$ cat src/rtl/three_register_alu_executor_core_assert.svh
// ---------------------------------------------------------------------------
// Assertion macros for the three-register ALU executor
// Concurrent checks that compile away when ASSERT_OFF is defined.
// ---------------------------------------------------------------------------
`ifndef THREE_REGISTER_ALU_EXECUTOR_CORE_ASSERT_SVH
`define THREE_REGISTER_ALU_EXECUTOR_CORE_ASSERT_SVH

`ifndef ASSERT_OFF
// Clocked check, disabled while reset is asserted
`define TRAE_ASSERT_CLK(lbl, clk, rstn, prop, msg) \
    lbl: assert property (@(posedge clk) disable iff (!(rstn)) (prop)) else $error(msg);
// Clocked check that also holds during reset
`define TRAE_ASSERT_ALWAYS(lbl, clk, prop, msg) \
    lbl: assert property (@(posedge clk) (prop)) else $error(msg);
`else
`define TRAE_ASSERT_CLK(lbl, clk, rstn, prop, msg)
`define TRAE_ASSERT_ALWAYS(lbl, clk, prop, msg)
`endif

`endif

$ cat src/rtl/trae_pkg.sv
// ---------------------------------------------------------------------------
// trae_pkg
// Shared constants, types and operation codes of the ALU executor.
// ---------------------------------------------------------------------------
package trae_pkg;

    localparam int NUM_REGS   = 3;
    localparam int DATA_WIDTH = 32;
    localparam int REG_IDX_W  = (NUM_REGS > 1) ? $clog2(NUM_REGS) : 1;
    localparam int CNT_W      = $clog2(DATA_WIDTH);

    typedef logic [DATA_WIDTH-1:0] word_t;
    typedef logic [REG_IDX_W-1:0]  reg_idx_t;

    // Operation codes carried in the kind field; code 7 is unused
    localparam logic [2:0] OP_MOV = 3'd0;
    localparam logic [2:0] OP_ADD = 3'd1;
    localparam logic [2:0] OP_SUB = 3'd2;
    localparam logic [2:0] OP_MUL = 3'd3;
    localparam logic [2:0] OP_DIV = 3'd4;
    localparam logic [2:0] OP_AND = 3'd5;
    localparam logic [2:0] OP_OR  = 3'd6;

    typedef struct packed {
        logic       start;
        logic [2:0] op;
    } alu_req_t;

    typedef struct packed {
        logic done;
        logic err;
    } alu_rsp_t;

endpackage

$ cat src/rtl/trae_serial_alu.sv
// ---------------------------------------------------------------------------
// trae_serial_alu
// Bit-serial ALU: one bit of the operands per cycle for move, add, subtract,
// AND and OR; shift-add multiply and restoring divide, one bit per cycle.
// ---------------------------------------------------------------------------
module trae_serial_alu (
    input  logic               aclk,
    input  logic               aresetn,
    input  trae_pkg::alu_req_t req,
    input  trae_pkg::word_t    a_i,
    input  trae_pkg::word_t    b_i,
    output trae_pkg::alu_rsp_t rsp,
    output trae_pkg::word_t    result
);

    localparam int W = trae_pkg::DATA_WIDTH;

    typedef enum logic [1:0] {
        U_IDLE,
        U_RUN,
        U_FIX
    } ustate_t;

    ustate_t                    ustate_reg;
    logic [2:0]                 op_reg;
    trae_pkg::word_t            x_reg;
    trae_pkg::word_t            y_reg;
    trae_pkg::word_t            acc_reg;
    trae_pkg::word_t            rem_reg;
    logic [trae_pkg::CNT_W-1:0] cnt_reg;
    logic                       carry_reg;
    logic                       neg_reg;
    logic                       err_reg;
    logic                       done_reg;

    logic            xb;
    logic            yn;
    logic            sbit;
    logic            cout;
    trae_pkg::word_t mul_sum;
    logic [W:0]      rs;
    logic [W:0]      diff;
    trae_pkg::word_t a_mag;
    trae_pkg::word_t b_mag;

    always_comb begin
        xb      = x_reg[0];
        yn      = (op_reg == trae_pkg::OP_SUB) ? ~y_reg[0] : y_reg[0];
        cout    = (xb & yn) | (carry_reg & (xb ^ yn));
        mul_sum = acc_reg + x_reg;
        rs      = {rem_reg, x_reg[W-1]};
        diff    = rs - {1'b0, y_reg};
        a_mag   = a_i[W-1] ? (~a_i + 1'b1) : a_i;
        b_mag   = b_i[W-1] ? (~b_i + 1'b1) : b_i;
        case (op_reg)
            trae_pkg::OP_MOV: sbit = y_reg[0];
            trae_pkg::OP_ADD: sbit = xb ^ yn ^ carry_reg;
            trae_pkg::OP_SUB: sbit = xb ^ yn ^ carry_reg;
            trae_pkg::OP_AND: sbit = xb & y_reg[0];
            trae_pkg::OP_OR:  sbit = xb | y_reg[0];
            default:          sbit = xb;
        endcase
    end

    always_ff @(posedge aclk) begin
        if (!aresetn) begin
            ustate_reg <= U_IDLE;
            done_reg   <= 1'b0;
            err_reg    <= 1'b0;
        end else begin
            done_reg <= 1'b0;
            case (ustate_reg)
                U_IDLE: begin
                    if (req.start) begin
                        op_reg    <= req.op;
                        cnt_reg   <= trae_pkg::CNT_W'(W - 1);
                        carry_reg <= (req.op == trae_pkg::OP_SUB);
                        rem_reg   <= '0;
                        err_reg   <= 1'b0;
                        neg_reg   <= 1'b0;
                        x_reg     <= a_i;
                        y_reg     <= b_i;
                        acc_reg   <= '0;
                        ustate_reg <= U_RUN;
                        if (req.op == trae_pkg::OP_DIV) begin
                            if (b_i == '0) begin
                                // zero divisor: hand back the destination as is
                                err_reg    <= 1'b1;
                                acc_reg    <= a_i;
                                ustate_reg <= U_FIX;
                            end else begin
                                x_reg   <= a_mag;
                                y_reg   <= b_mag;
                                neg_reg <= a_i[W-1] ^ b_i[W-1];
                            end
                        end
                    end
                end
                U_RUN: begin
                    case (op_reg)
                        trae_pkg::OP_MUL: begin
                            if (y_reg[0]) begin
                                acc_reg <= mul_sum;
                            end
                            x_reg <= {x_reg[W-2:0], 1'b0};
                            y_reg <= {1'b0, y_reg[W-1:1]};
                        end
                        trae_pkg::OP_DIV: begin
                            // restore when the trial subtract goes negative
                            rem_reg <= diff[W] ? rs[W-1:0] : diff[W-1:0];
                            acc_reg <= {acc_reg[W-2:0], ~diff[W]};
                            x_reg   <= {x_reg[W-2:0], 1'b0};
                        end
                        default: begin
                            acc_reg   <= {sbit, acc_reg[W-1:1]};
                            x_reg     <= {1'b0, x_reg[W-1:1]};
                            y_reg     <= {1'b0, y_reg[W-1:1]};
                            carry_reg <= cout;
                        end
                    endcase
                    cnt_reg <= cnt_reg - 1'b1;
                    if (cnt_reg == '0) begin
                        ustate_reg <= U_FIX;
                    end
                end
                U_FIX: begin
                    if (neg_reg) begin
                        acc_reg <= ~acc_reg + 1'b1;
                    end
                    done_reg   <= 1'b1;
                    ustate_reg <= U_IDLE;
                end
                default: ustate_reg <= U_IDLE;
            endcase
        end
    end

    assign rsp.done = done_reg;
    assign rsp.err  = err_reg;
    assign result   = acc_reg;

endmodule

$ cat src/rtl/three_register_alu_executor_core.sv
// ---------------------------------------------------------------------------
// three_register_alu_executor_core
// Executes decoded instructions on a small register file with a bit-serial
// ALU and returns the destination's new value for each transaction.
// ---------------------------------------------------------------------------
//  channel | direction | handshake          | payload
//  s_      | in        | s_valid / s_ready  | kind, dest_reg, src_is_reg, src_reg, immediate
//  m_      | out       | m_valid / m_ready  | dest_value, divide_error
//
// One transaction at a time: the serial ALU steps one operand bit per cycle after the
// register-file read and start, then does sign fix-up and writeback; a zero divisor skips
// the stepping. s_ready returns in the same cycle the result is loaded into the output register.
// Reset clears the register file at once through per-entry valid bits.
// A stalled result holds in the output register; the next transaction can be
// accepted meanwhile, and a finished result waits in the ALU until the slot frees.
// ---------------------------------------------------------------------------
`include "three_register_alu_executor_core_assert.svh"

module three_register_alu_executor_core (
    input  logic               aclk,
    input  logic               aresetn,
    input  logic               s_valid,
    output logic               s_ready,
    input  logic [2:0]         s_kind,
    input  logic [1:0]         s_dest_reg,
    input  logic               s_src_is_reg,
    input  logic [1:0]         s_src_reg,
    input  logic signed [31:0] s_immediate,
    output logic               m_valid,
    input  logic               m_ready,
    output logic signed [31:0] m_dest_value,
    output logic               m_divide_error
);

    localparam int NREGS = trae_pkg::NUM_REGS;

    typedef enum logic [1:0] {
        ST_IDLE,
        ST_READ,
        ST_BUSY,
        ST_HOLD
    } state_t;

    state_t                state_reg;
    logic [2:0]            kind_reg;
    trae_pkg::reg_idx_t    dst_idx_reg;
    logic                  dst_ok_reg;
    logic                  src_is_reg_reg;
    trae_pkg::word_t       imm_reg;
    trae_pkg::word_t       rd_a_reg;
    trae_pkg::word_t       rd_b_reg;
    logic                  va_reg;
    logic                  vb_reg;
    logic                  m_valid_reg;
    logic signed [31:0]    m_dest_value_reg;
    logic                  m_divide_error_reg;

    trae_pkg::word_t       rf_mem [NREGS];
    logic [NREGS-1:0]      rf_valid_reg;

    trae_pkg::reg_idx_t    dst_idx;
    trae_pkg::reg_idx_t    src_idx;
    logic                  dst_ok;
    logic                  src_ok;
    logic                  accept;
    logic                  slot_free;
    logic                  load;
    logic                  rf_we;
    trae_pkg::word_t       a_op;
    trae_pkg::word_t       b_op;
    trae_pkg::alu_req_t    alu_req;
    trae_pkg::alu_rsp_t    alu_rsp;
    trae_pkg::word_t       alu_result;

    assign dst_idx   = trae_pkg::reg_idx_t'(s_dest_reg);
    assign src_idx   = trae_pkg::reg_idx_t'(s_src_reg);
    assign dst_ok    = int'(s_dest_reg) < NREGS;
    assign src_ok    = int'(s_src_reg) < NREGS;
    assign s_ready   = (state_reg == ST_IDLE);
    assign accept    = s_valid && s_ready;
    assign slot_free = !m_valid_reg || m_ready;
    assign load      = ((state_reg == ST_BUSY && alu_rsp.done) || state_reg == ST_HOLD)
                       && slot_free;
    assign rf_we     = load && dst_ok_reg;

    // entries never written since reset read as zero
    assign a_op = va_reg ? rd_a_reg : '0;
    assign b_op = src_is_reg_reg ? (vb_reg ? rd_b_reg : '0) : imm_reg;

    assign alu_req.start = (state_reg == ST_READ);
    assign alu_req.op    = kind_reg;

    trae_serial_alu u_alu (
        .aclk    (aclk),
        .aresetn (aresetn),
        .req     (alu_req),
        .a_i     (a_op),
        .b_i     (b_op),
        .rsp     (alu_rsp),
        .result  (alu_result)
    );

    // register file: one write port, two registered read ports
    always_ff @(posedge aclk) begin
        if (rf_we) begin
            rf_mem[dst_idx_reg] <= alu_result;
        end
        if (accept) begin
            rd_a_reg <= rf_mem[dst_idx];
            rd_b_reg <= rf_mem[src_idx];
        end
    end

    always_ff @(posedge aclk) begin
        if (!aresetn) begin
            state_reg    <= ST_IDLE;
            m_valid_reg  <= 1'b0;
            rf_valid_reg <= '0;
            va_reg       <= 1'b0;
            vb_reg       <= 1'b0;
        end else begin
            if (rf_we) begin
                rf_valid_reg[dst_idx_reg] <= 1'b1;
            end
            if (load) begin
                m_valid_reg        <= 1'b1;
                m_dest_value_reg   <= dst_ok_reg ? signed'(32'(alu_result)) : '0;
                m_divide_error_reg <= alu_rsp.err;
            end else if (m_ready) begin
                m_valid_reg <= 1'b0;
            end
            case (state_reg)
                ST_IDLE: begin
                    if (accept) begin
                        kind_reg       <= s_kind;
                        dst_idx_reg    <= dst_idx;
                        dst_ok_reg     <= dst_ok;
                        src_is_reg_reg <= s_src_is_reg;
                        imm_reg        <= trae_pkg::word_t'(s_immediate);
                        va_reg         <= dst_ok && rf_valid_reg[dst_idx];
                        vb_reg         <= src_ok && rf_valid_reg[src_idx];
                        state_reg      <= ST_READ;
                    end
                end
                ST_READ: state_reg <= ST_BUSY;
                ST_BUSY: begin
                    if (alu_rsp.done) begin
                        state_reg <= slot_free ? ST_IDLE : ST_HOLD;
                    end
                end
                ST_HOLD: begin
                    if (slot_free) begin
                        state_reg <= ST_IDLE;
                    end
                end
                default: state_reg <= ST_IDLE;
            endcase
        end
    end

    assign m_valid        = m_valid_reg;
    assign m_dest_value   = m_dest_value_reg;
    assign m_divide_error = m_divide_error_reg;

    `TRAE_ASSERT_CLK(a_one_in_flight, aclk, aresetn,
        (s_valid && s_ready) |=> !s_ready,
        "transaction accepted while another is in flight")
    `TRAE_ASSERT_CLK(a_done_when_busy, aclk, aresetn,
        alu_rsp.done |-> (state_reg == ST_BUSY),
        "ALU finished while the controller was not waiting")
    `TRAE_ASSERT_CLK(a_result_from_alu, aclk, aresetn,
        $rose(m_valid) |-> ($past(state_reg) == ST_BUSY || $past(state_reg) == ST_HOLD),
        "result presented without a finished ALU run")
    `TRAE_ASSERT_ALWAYS(a_reset_clears_valid, aclk,
        !aresetn |=> (rf_valid_reg == '0 && !m_valid),
        "reset left register or output valid state set")

endmodule

$ cat config.mk
export PLATFORM = sky130hd
export DESIGN_NAME = three_register_alu_executor_core
export DESIGN_NICKNAME = d
export VERILOG_FILES = /design/src/rtl/trae_pkg.sv /design/src/rtl/trae_serial_alu.sv /design/src/rtl/three_register_alu_executor_core.sv
export VERILOG_INCLUDE_DIRS = /design/src /design/src/rtl
export SDC_FILE = /design/constraint.sdc
export NUM_CORES = 1
export LEC_CHECK = 0
export BUFFER_PORTS_ARGS = -buffer_cell sky130_fd_sc_hd__buf_4
export CAP_MARGIN = 20
export CORE_ASPECT_RATIO = 1.4
export CORE_UTILIZATION = 34
export DETAILED_ROUTE_END_ITERATION = 12
export SETUP_SLACK_MARGIN = 0.1
export SLEW_MARGIN = 20
export SYNTH_ARGS = -nofsm -noshare
export SYNTH_HDL_FRONTEND = slang
export SYNTH_SLANG_ARGS = --single-unit
export TNS_END_PERCENT = 50
$ cat constraint.sdc
create_clock -name aclk -period 4.9 [get_ports aclk]
set_input_delay 0.245 -clock aclk [delete_from_list [all_inputs] [get_ports aclk]]
set_output_delay 0.245 -clock aclk [all_outputs]
set_load 0.01 [all_outputs]
==> metrics.log, run 1 <==
[metrics] register ranked first by flip-flop count: rf_mem
[metrics] Max-Cap Viols: 0
[metrics] horizontal die dimension: 217 um
[metrics] async set or reset register ratio after synthesis: 0
[metrics] element type at the critical path end: flop
[metrics] final clock period utilization by the worst path: 0.834
[metrics] part of the total power dissipated in the clock network: 0.358
[metrics] Worst Setup Path Type: flop to flop
[metrics] part of the total power dissipated in sequential elements: 0.473
[metrics] drt initial violations: 1562
[metrics] worst setup slack before clock tree synthesis: 0.921 ns
[metrics] global-route met2 utilization: 0.360
[metrics] Vias per Instance: 5.64
[metrics] number of antenna violations at the first check in global routing: 0
[metrics] number of enable-type register cells in the synthesized netlist: 370
[metrics] Switching Power: 2.48 mW
[metrics] aggregate global-route resource usage: 0.203
[metrics] maximum fanout count along the critical path: 31
[metrics] starting utilization of the core area: 0.343
[metrics] Achievable Freq: 0.245 GHz
[metrics] cts repair resizes: 0
[metrics] pin slew with the least headroom to its limit: 1.04 ns
[metrics] post-synthesis cell area: 22000 um2
[metrics] Comb pwr share: 0.169
[metrics] die footprint: 65800 um2
[metrics] result of the run: complete, no violations
[metrics] post-synthesis to final-layout area growth: 14.4%
[metrics] average instance area after synthesis: 10.6 um2
[metrics] unrepaired setup endpoints after global routing: no
[metrics] setup TNS: 0 ns
[metrics] overall routed net length: 67.4 mm
[metrics] post-route minimum period: 4.08 ns
[metrics] relative slew slack: 0.307
[metrics] number of buffers on the longest clock path: 3
[metrics] routed vias: 17.0k
[metrics] die height: 303 um
[metrics] hold crit path type: primary input to flop
[metrics] GRT Residual Overflow: 0
[metrics] number of synthesized register bits: 382
[metrics] root buffer cell: clkbuf_16
[metrics] Power Internal: 6.06 mW
[metrics] TritonCTS sink count: 382
[metrics] worst vdd ir: 0.204 mV
[metrics] worst skew pair latency: 0.59 ns
[metrics] GR Util met1: 0.242
[metrics] Worst Skew: 0.0453 ns
[metrics] half-perimeter wire length after placement: 47.0 mm
[metrics] P per Cell Area: 339 nW/um2
[metrics] arrival time reported for the critical path endpoint: 4.51 ns
[metrics] I/O pins: 79
[metrics] Lkg Pwr: 9.07 nW
[metrics] Core Box Area: 64100 um2
[metrics] number of instances in the synthesized netlist: 2074
[metrics] setup slack after layout: 0.815 ns
[metrics] required time reported for the critical path endpoint: 5.32 ns
[metrics] drt pass-1 iters: 5
[metrics] Synth Net Count: 2192
[metrics] H-tree levels: 2
[metrics] pin count of the biggest net entering global routing: 83
[metrics] sequential area share after synthesis: 0.515
[metrics] count of standard-cell rows: 110
[metrics] total of buffers placed on input and output ports: 78
[metrics] fraction of met3 tracks used by global routing: 0.0221
[metrics] post-detailed-route DRC marker count: 0
[metrics] number of buffers inserted during clock tree synthesis: 39
[metrics] number of global-route vias before repair: 17.1k
[metrics] global-route wire length before repair: 102 mm
[metrics] clock slew at reported path FFs: 0.07 ns
[metrics] clock tree from TritonCTS: yes
[metrics] fraction of final layout cells with drive strength greater than 1: 0.0917
[metrics] antenna violation net count after detailed routing: 0
[metrics] number of flip-flops under the largest register name: 96
[metrics] most common library cell in the layout ignoring fill and taps: edfxtp_1
[metrics] Final Hold Fails: 0
[metrics] routability-driven placement congestion ratio: 0.901
[metrics] distinct cell type count of the synthesized netlist: 83
[metrics] commonest cells after routing, fill and taps aside: edfxtp_1, nand2_1, o21ai_0
[metrics] Most Crowded Layer GR: met2
[metrics] Nets: 2267
[metrics] element type at the critical path start: flop
[metrics] Synthesis Warnings: 0
[metrics] wire length per cell after detailed routing: 22.3 um
[metrics] predominant post-synthesis flop cell: edfxtp_1
[metrics] Final Slew Violations: 0
[metrics] switching part of the total: 0.290
[metrics] Finish-stage setup viols: 0
layout make-up:
cell class,count,area [um2]
diodes,1,2.50
clock buffers,45,998
clock inverters,27,282
fillers,6286,38900
inverters,56,210
multi-input cells,1522,10100
flip-flops and latches,382,11400
well taps,840,1050
repair buffers,148,1220
kinds of logic (layout without fill, tap and decap cells):
group                    after synthesis  count (layout)  synth area share
AO/OA/AOI/OAI                        581             581             0.170
XOR/XNOR                             129             129            0.0513
adder cells (fa/ha/maj)               74              74            0.0431
buffers and inverters                170             276            0.0305
flip-flops                           382             382             0.515
multiplexers                         113             113            0.0515
other                                  0               1                 0
AND/OR/NAND/NOR                      625             625             0.139
stage by stage:
step | hold WS, ns | area [um2] | std cells | util | total power [mW]
finish | 0.0918 | 25200 | 3021 | 0.393 | 8.54
global route | 0.105 | 25200 | 3020 | 0.393 | 8.86
CTS | 0.0699 | 25200 | 3019 | 0.393 | 8.59
detailed placement | 0.426 | 23500 | 2910 | 0.367 | 5.50
global placement | 0.424 | 23500 | 2910 | 0.367 | 5.48
floorplan | 0.344 | 22000 | 2074 | - | 5.01
cells in the mapped netlist, drive strengths merged, types with 28 or more instances:
cell type  number  share of area
nor2          128          0.022
ha             71          0.040
xnor2          77          0.031
a22oi          46          0.016
nor3           59          0.014
a21oi         118          0.027
a21o           28         0.0095
o21ai         178          0.040
clkbuf         91          0.016
mux2i         110          0.050
inv            56         0.0095
nand2         221          0.038
xor2           52          0.021
nor2b          28         0.0080
and2           50          0.014
edfxtp        370           0.50
power groups by stage:
stage	clock network [mW]	registers (mW)	logic, mW
final	3.06	4.04	1.44
after floorplan	0	3.98	1.03
after CTS	3.13	4.03	1.43
after global routing	3.23	4.05	1.58
after detailed placement	0	4.10	1.40
after global placement	0	4.10	1.38
worst max-delay path, stage by stage, from the launching register on:
cell       delay, ns
edfxtp_1        0.54
inv_1           0.49
a21oi_1         0.37
ha_1            0.25
nand4bb_1       0.25
nand4b_4        0.32
or4_4           0.67
nor3_4          0.40
buf_4           0.35
a22oi_1         0.13
o21ai_1         0.12
timing repair:
| item | 4_1_cts | 5_1_grt |
|---|---|---|
| hold endpoints to repair | 37 | 0 |
| hold buffers | 37 | 0 |
| endpoints found under the setup margin | 0 | 0 |
| setup buffers | 0 | 0 |
final timing paths:
path / from / to / slack [ns] / depth (start not counted)
setup reg to reg: src_is_reg_reg$_DFFE_PP_ / u_alu.result[9]$_DFFE_PP_ / 0.82 / 10
setup / recovery: src_is_reg_reg$_DFFE_PP_ / u_alu.result[9]$_DFFE_PP_ / 0.82 / 10
hold reg to reg: kind_reg[0]$_DFFE_PP_ / u_alu.op_reg[0]$_DFFE_PP_ / 0.49 / 0
hold / removal: m_ready / m_valid$_SDFFE_PN0P_ / 0.09 / 3
routing by layer:
layer / routed length [um] / share of wire
met5: 0 / 0
met4: 3410 / 0.051
met3: 3430 / 0.051
met2: 33700 / 0.50
met1: 26900 / 0.40
Power figures use the tool's default switching activity.
==> run 2: changes to the inputs <==
==> constraint.sdc (replaced) <==
create_clock -name aclk -period 3.4 [get_ports aclk]
set_input_delay 0.17 -clock aclk [delete_from_list [all_inputs] [get_ports aclk]]
set_output_delay 0.17 -clock aclk [all_outputs]
set_load 0.01 [all_outputs]
==> run 2 against run 1 <==
Sequential cell count is the same. Clock skew shrank 0.012 ns. Count of clock-buffer cells in the layout shrank 1. Global-route usage grew 0.27 points. Largest power group unchanged.
==> metrics.log, run 2 (same netlist as run 1, synthesis figures left out) <==
[metrics] wire length per cell after detailed routing: 22.2 um
[metrics] drt pass-1 iters: 6
[metrics] worst setup slack before clock tree synthesis: 0.0557 ns
[metrics] die footprint: 65800 um2
[metrics] post-synthesis to final-layout area growth: 17.0%
[metrics] element type at the critical path start: flop
[metrics] Most Crowded Layer GR: met2
[metrics] GRT Residual Overflow: 0
[metrics] count of standard-cell rows: 110
[metrics] commonest cells after routing, fill and taps aside: edfxtp_1, nand2_1, o21ai_0
[metrics] fraction of met3 tracks used by global routing: 0.0258
[metrics] post-route minimum period: 3.18 ns
[metrics] total cell area at the placement stage: 24000 um2
[metrics] root buffer cell: clkbuf_16
[metrics] pin slew with the least headroom to its limit: 1.06 ns
[metrics] Worst Skew: 0.0338 ns
[metrics] most common library cell in the layout ignoring fill and taps: edfxtp_1
[metrics] global-route met2 utilization: 0.366
[metrics] H-tree levels: 2
[metrics] clock tree from TritonCTS: yes
[metrics] aggregate global-route resource usage: 0.206
[metrics] horizontal die dimension: 217 um
[metrics] antenna violation net count after detailed routing: 0
[metrics] Top cell by count, worst path: a221o_1
[metrics] number of buffers inserted during clock tree synthesis: 39
[metrics] maximum fanout count along the critical path: 31
[metrics] relative slew slack: 0.295
[metrics] Vias per Instance: 5.61
[metrics] Achievable Freq: 0.315 GHz
[metrics] unrepaired setup endpoints after global routing: yes
[metrics] final standard cell utilization of the core: 0.402
[metrics] number of buffers on the longest clock path: 3
[metrics] fraction of final layout cells with drive strength greater than 1: 0.123
[metrics] Lkg Pwr: 9.40 nW
[metrics] pin count of the biggest net entering global routing: 78
[metrics] result of the run: complete, no violations
[metrics] required time reported for the critical path endpoint: 3.80 ns
[metrics] post-route standard cell area excluding fillers: 25800 um2
[metrics] arrival time reported for the critical path endpoint: 3.58 ns
[metrics] post-detailed-route DRC marker count: 0
[metrics] number of global-route vias before repair: 17.1k
[metrics] I/O pins: 79
[metrics] worst skew pair latency: 0.59 ns
[metrics] Final Slew Violations: 0
[metrics] final clock period utilization by the worst path: 0.934
[metrics] Finish-stage setup viols: 0
[metrics] starting utilization of the core area: 0.343
[metrics] routability-driven placement congestion ratio: 0.915
[metrics] total of buffers placed on input and output ports: 78
[metrics] number of antenna violations at the first check in global routing: 1
[metrics] register ranked first by flip-flop count: rf_mem
[metrics] hold crit path type: primary input to flop
[metrics] overall routed net length: 68.4 mm
[metrics] Worst Setup Path Type: flop to flop
[metrics] global-route wire length before repair: 103 mm
[metrics] Nets: 2331
[metrics] clock slew at reported path FFs: 0.07 ns
[metrics] P per Cell Area: 483 nW/um2
[metrics] hold_ws: 0.225 ns
[metrics] CP cell instances: ha_1 > and3_1 > a221o_1 > a221o_1 > o21a_1 > a41o_1 > a21oi_4 > buf_12 > nand3_1 > o311ai_1
[metrics] GR Util met1: 0.243
[metrics] setup slack after layout: 0.223 ns
[metrics] drt initial violations: 1487
[metrics] half-perimeter wire length after placement: 48.7 mm
[metrics] element type at the critical path end: flop
[metrics] number of flip-flops under the largest register name: 96
[metrics] antenna diode instance count: 0
[metrics] Max-Cap Viols: 0
[metrics] die height: 303 um
[metrics] Core Box Area: 64100 um2
[metrics] routed vias: 17.3k
[metrics] Final Hold Fails: 0
[metrics] worst vdd ir: 0.315 mV
[metrics] cell with the largest stage delay on the worst path: edfxtp_1
[metrics] TritonCTS sink count: 382
[metrics] Largest stage delay, worst path: 0.43 ns
-- run 2: cell types whose count changed in the layout (fill, tap and decap cells not counted), moves of 2 or more --
cell,delta
buf_4,+59
clkinv_1,-6
buf_12,+4
clkinv_4,+4
a2111oi_0,-2
a211oi_1,-2
a211oi_2,+2
inv_16,+2
-- run 2: worst paths after layout --
path	startpoint	endpoint	slack (ns)	depth (start not counted)
worst max-delay path	u_alu.rem_reg[27]$_SDFFCE_PN0P_	u_alu.rem_reg[11]$_SDFFCE_PN0P_	0.22	10
worst min-delay path	s_dest_reg[1]	rd_a_reg[31]$_DFFE_PP_	0.22	2
worst max register to register	u_alu.rem_reg[27]$_SDFFCE_PN0P_	u_alu.rem_reg[11]$_SDFFCE_PN0P_	0.22	10
worst min register to register	u_alu.err_reg$_SDFFE_PN0P_	m_divide_error$_DFFE_PP_	0.46	0
-- run 2: through the flow --
stage,setup TNS [ns],cells,power (mW)
2_1_floorplan,-10.98,2074,7.22
3_3_place_gp,-0.0307,2972,8.01
3_5_place_dp,0,2972,8.04
4_1_cts,0,3081,12.5
5_1_grt,0,3083,12.9
6_report,0,3083,12.5
-- run 2: what timing repair did --
item | in CTS | in global routing
endpoints found under the hold margin | 38 | 0
buffers inserted | 0 | 2
hold buffers | 38 | 0
gates resized for setup | 1 | 12
pin swaps | 0 | 0
endpoints found under the setup margin | 1 | 61
-- run 2: per-layer routing --
layer / part of all wire / vias to the layer above
li1: - / 8080
met4: 0.050 / 2
met5: 0.00019 / -
met2: 0.50 / 628
met1: 0.40 / 8423
met3: 0.052 / 171
-- run 2: worst max-delay path, delay by kind of cell (launching register included) --
| family | cells | cell delay, ns |
|---|---|---|
| fa+ha+maj | 1 | 0.40 |
| buf+inv | 1 | 0.24 |
| flops | 1 | 0.43 |
| compound gates | 6 | 1.55 |
| simple gates | 2 | 0.35 |
-- run 2: power breakdown --
group / leakage, nW / switching, mW / internal, mW
combinational: 5.27 / 1.40 / 0.893
clock: 0.612 / 2.04 / 2.39
sequential: 3.52 / 0.241 / 5.49
-- run 2: final cells by class --
cell class / instances / area (um2)
fill: 6263 / 38400
sequential: 382 / 11400
multi-input combinational: 1522 / 10100
timing repair buffer: 212 / 1760
tap: 840 / 1050
clock buffer: 44 / 995
clock inverter: 27 / 279
inverter: 56 / 210
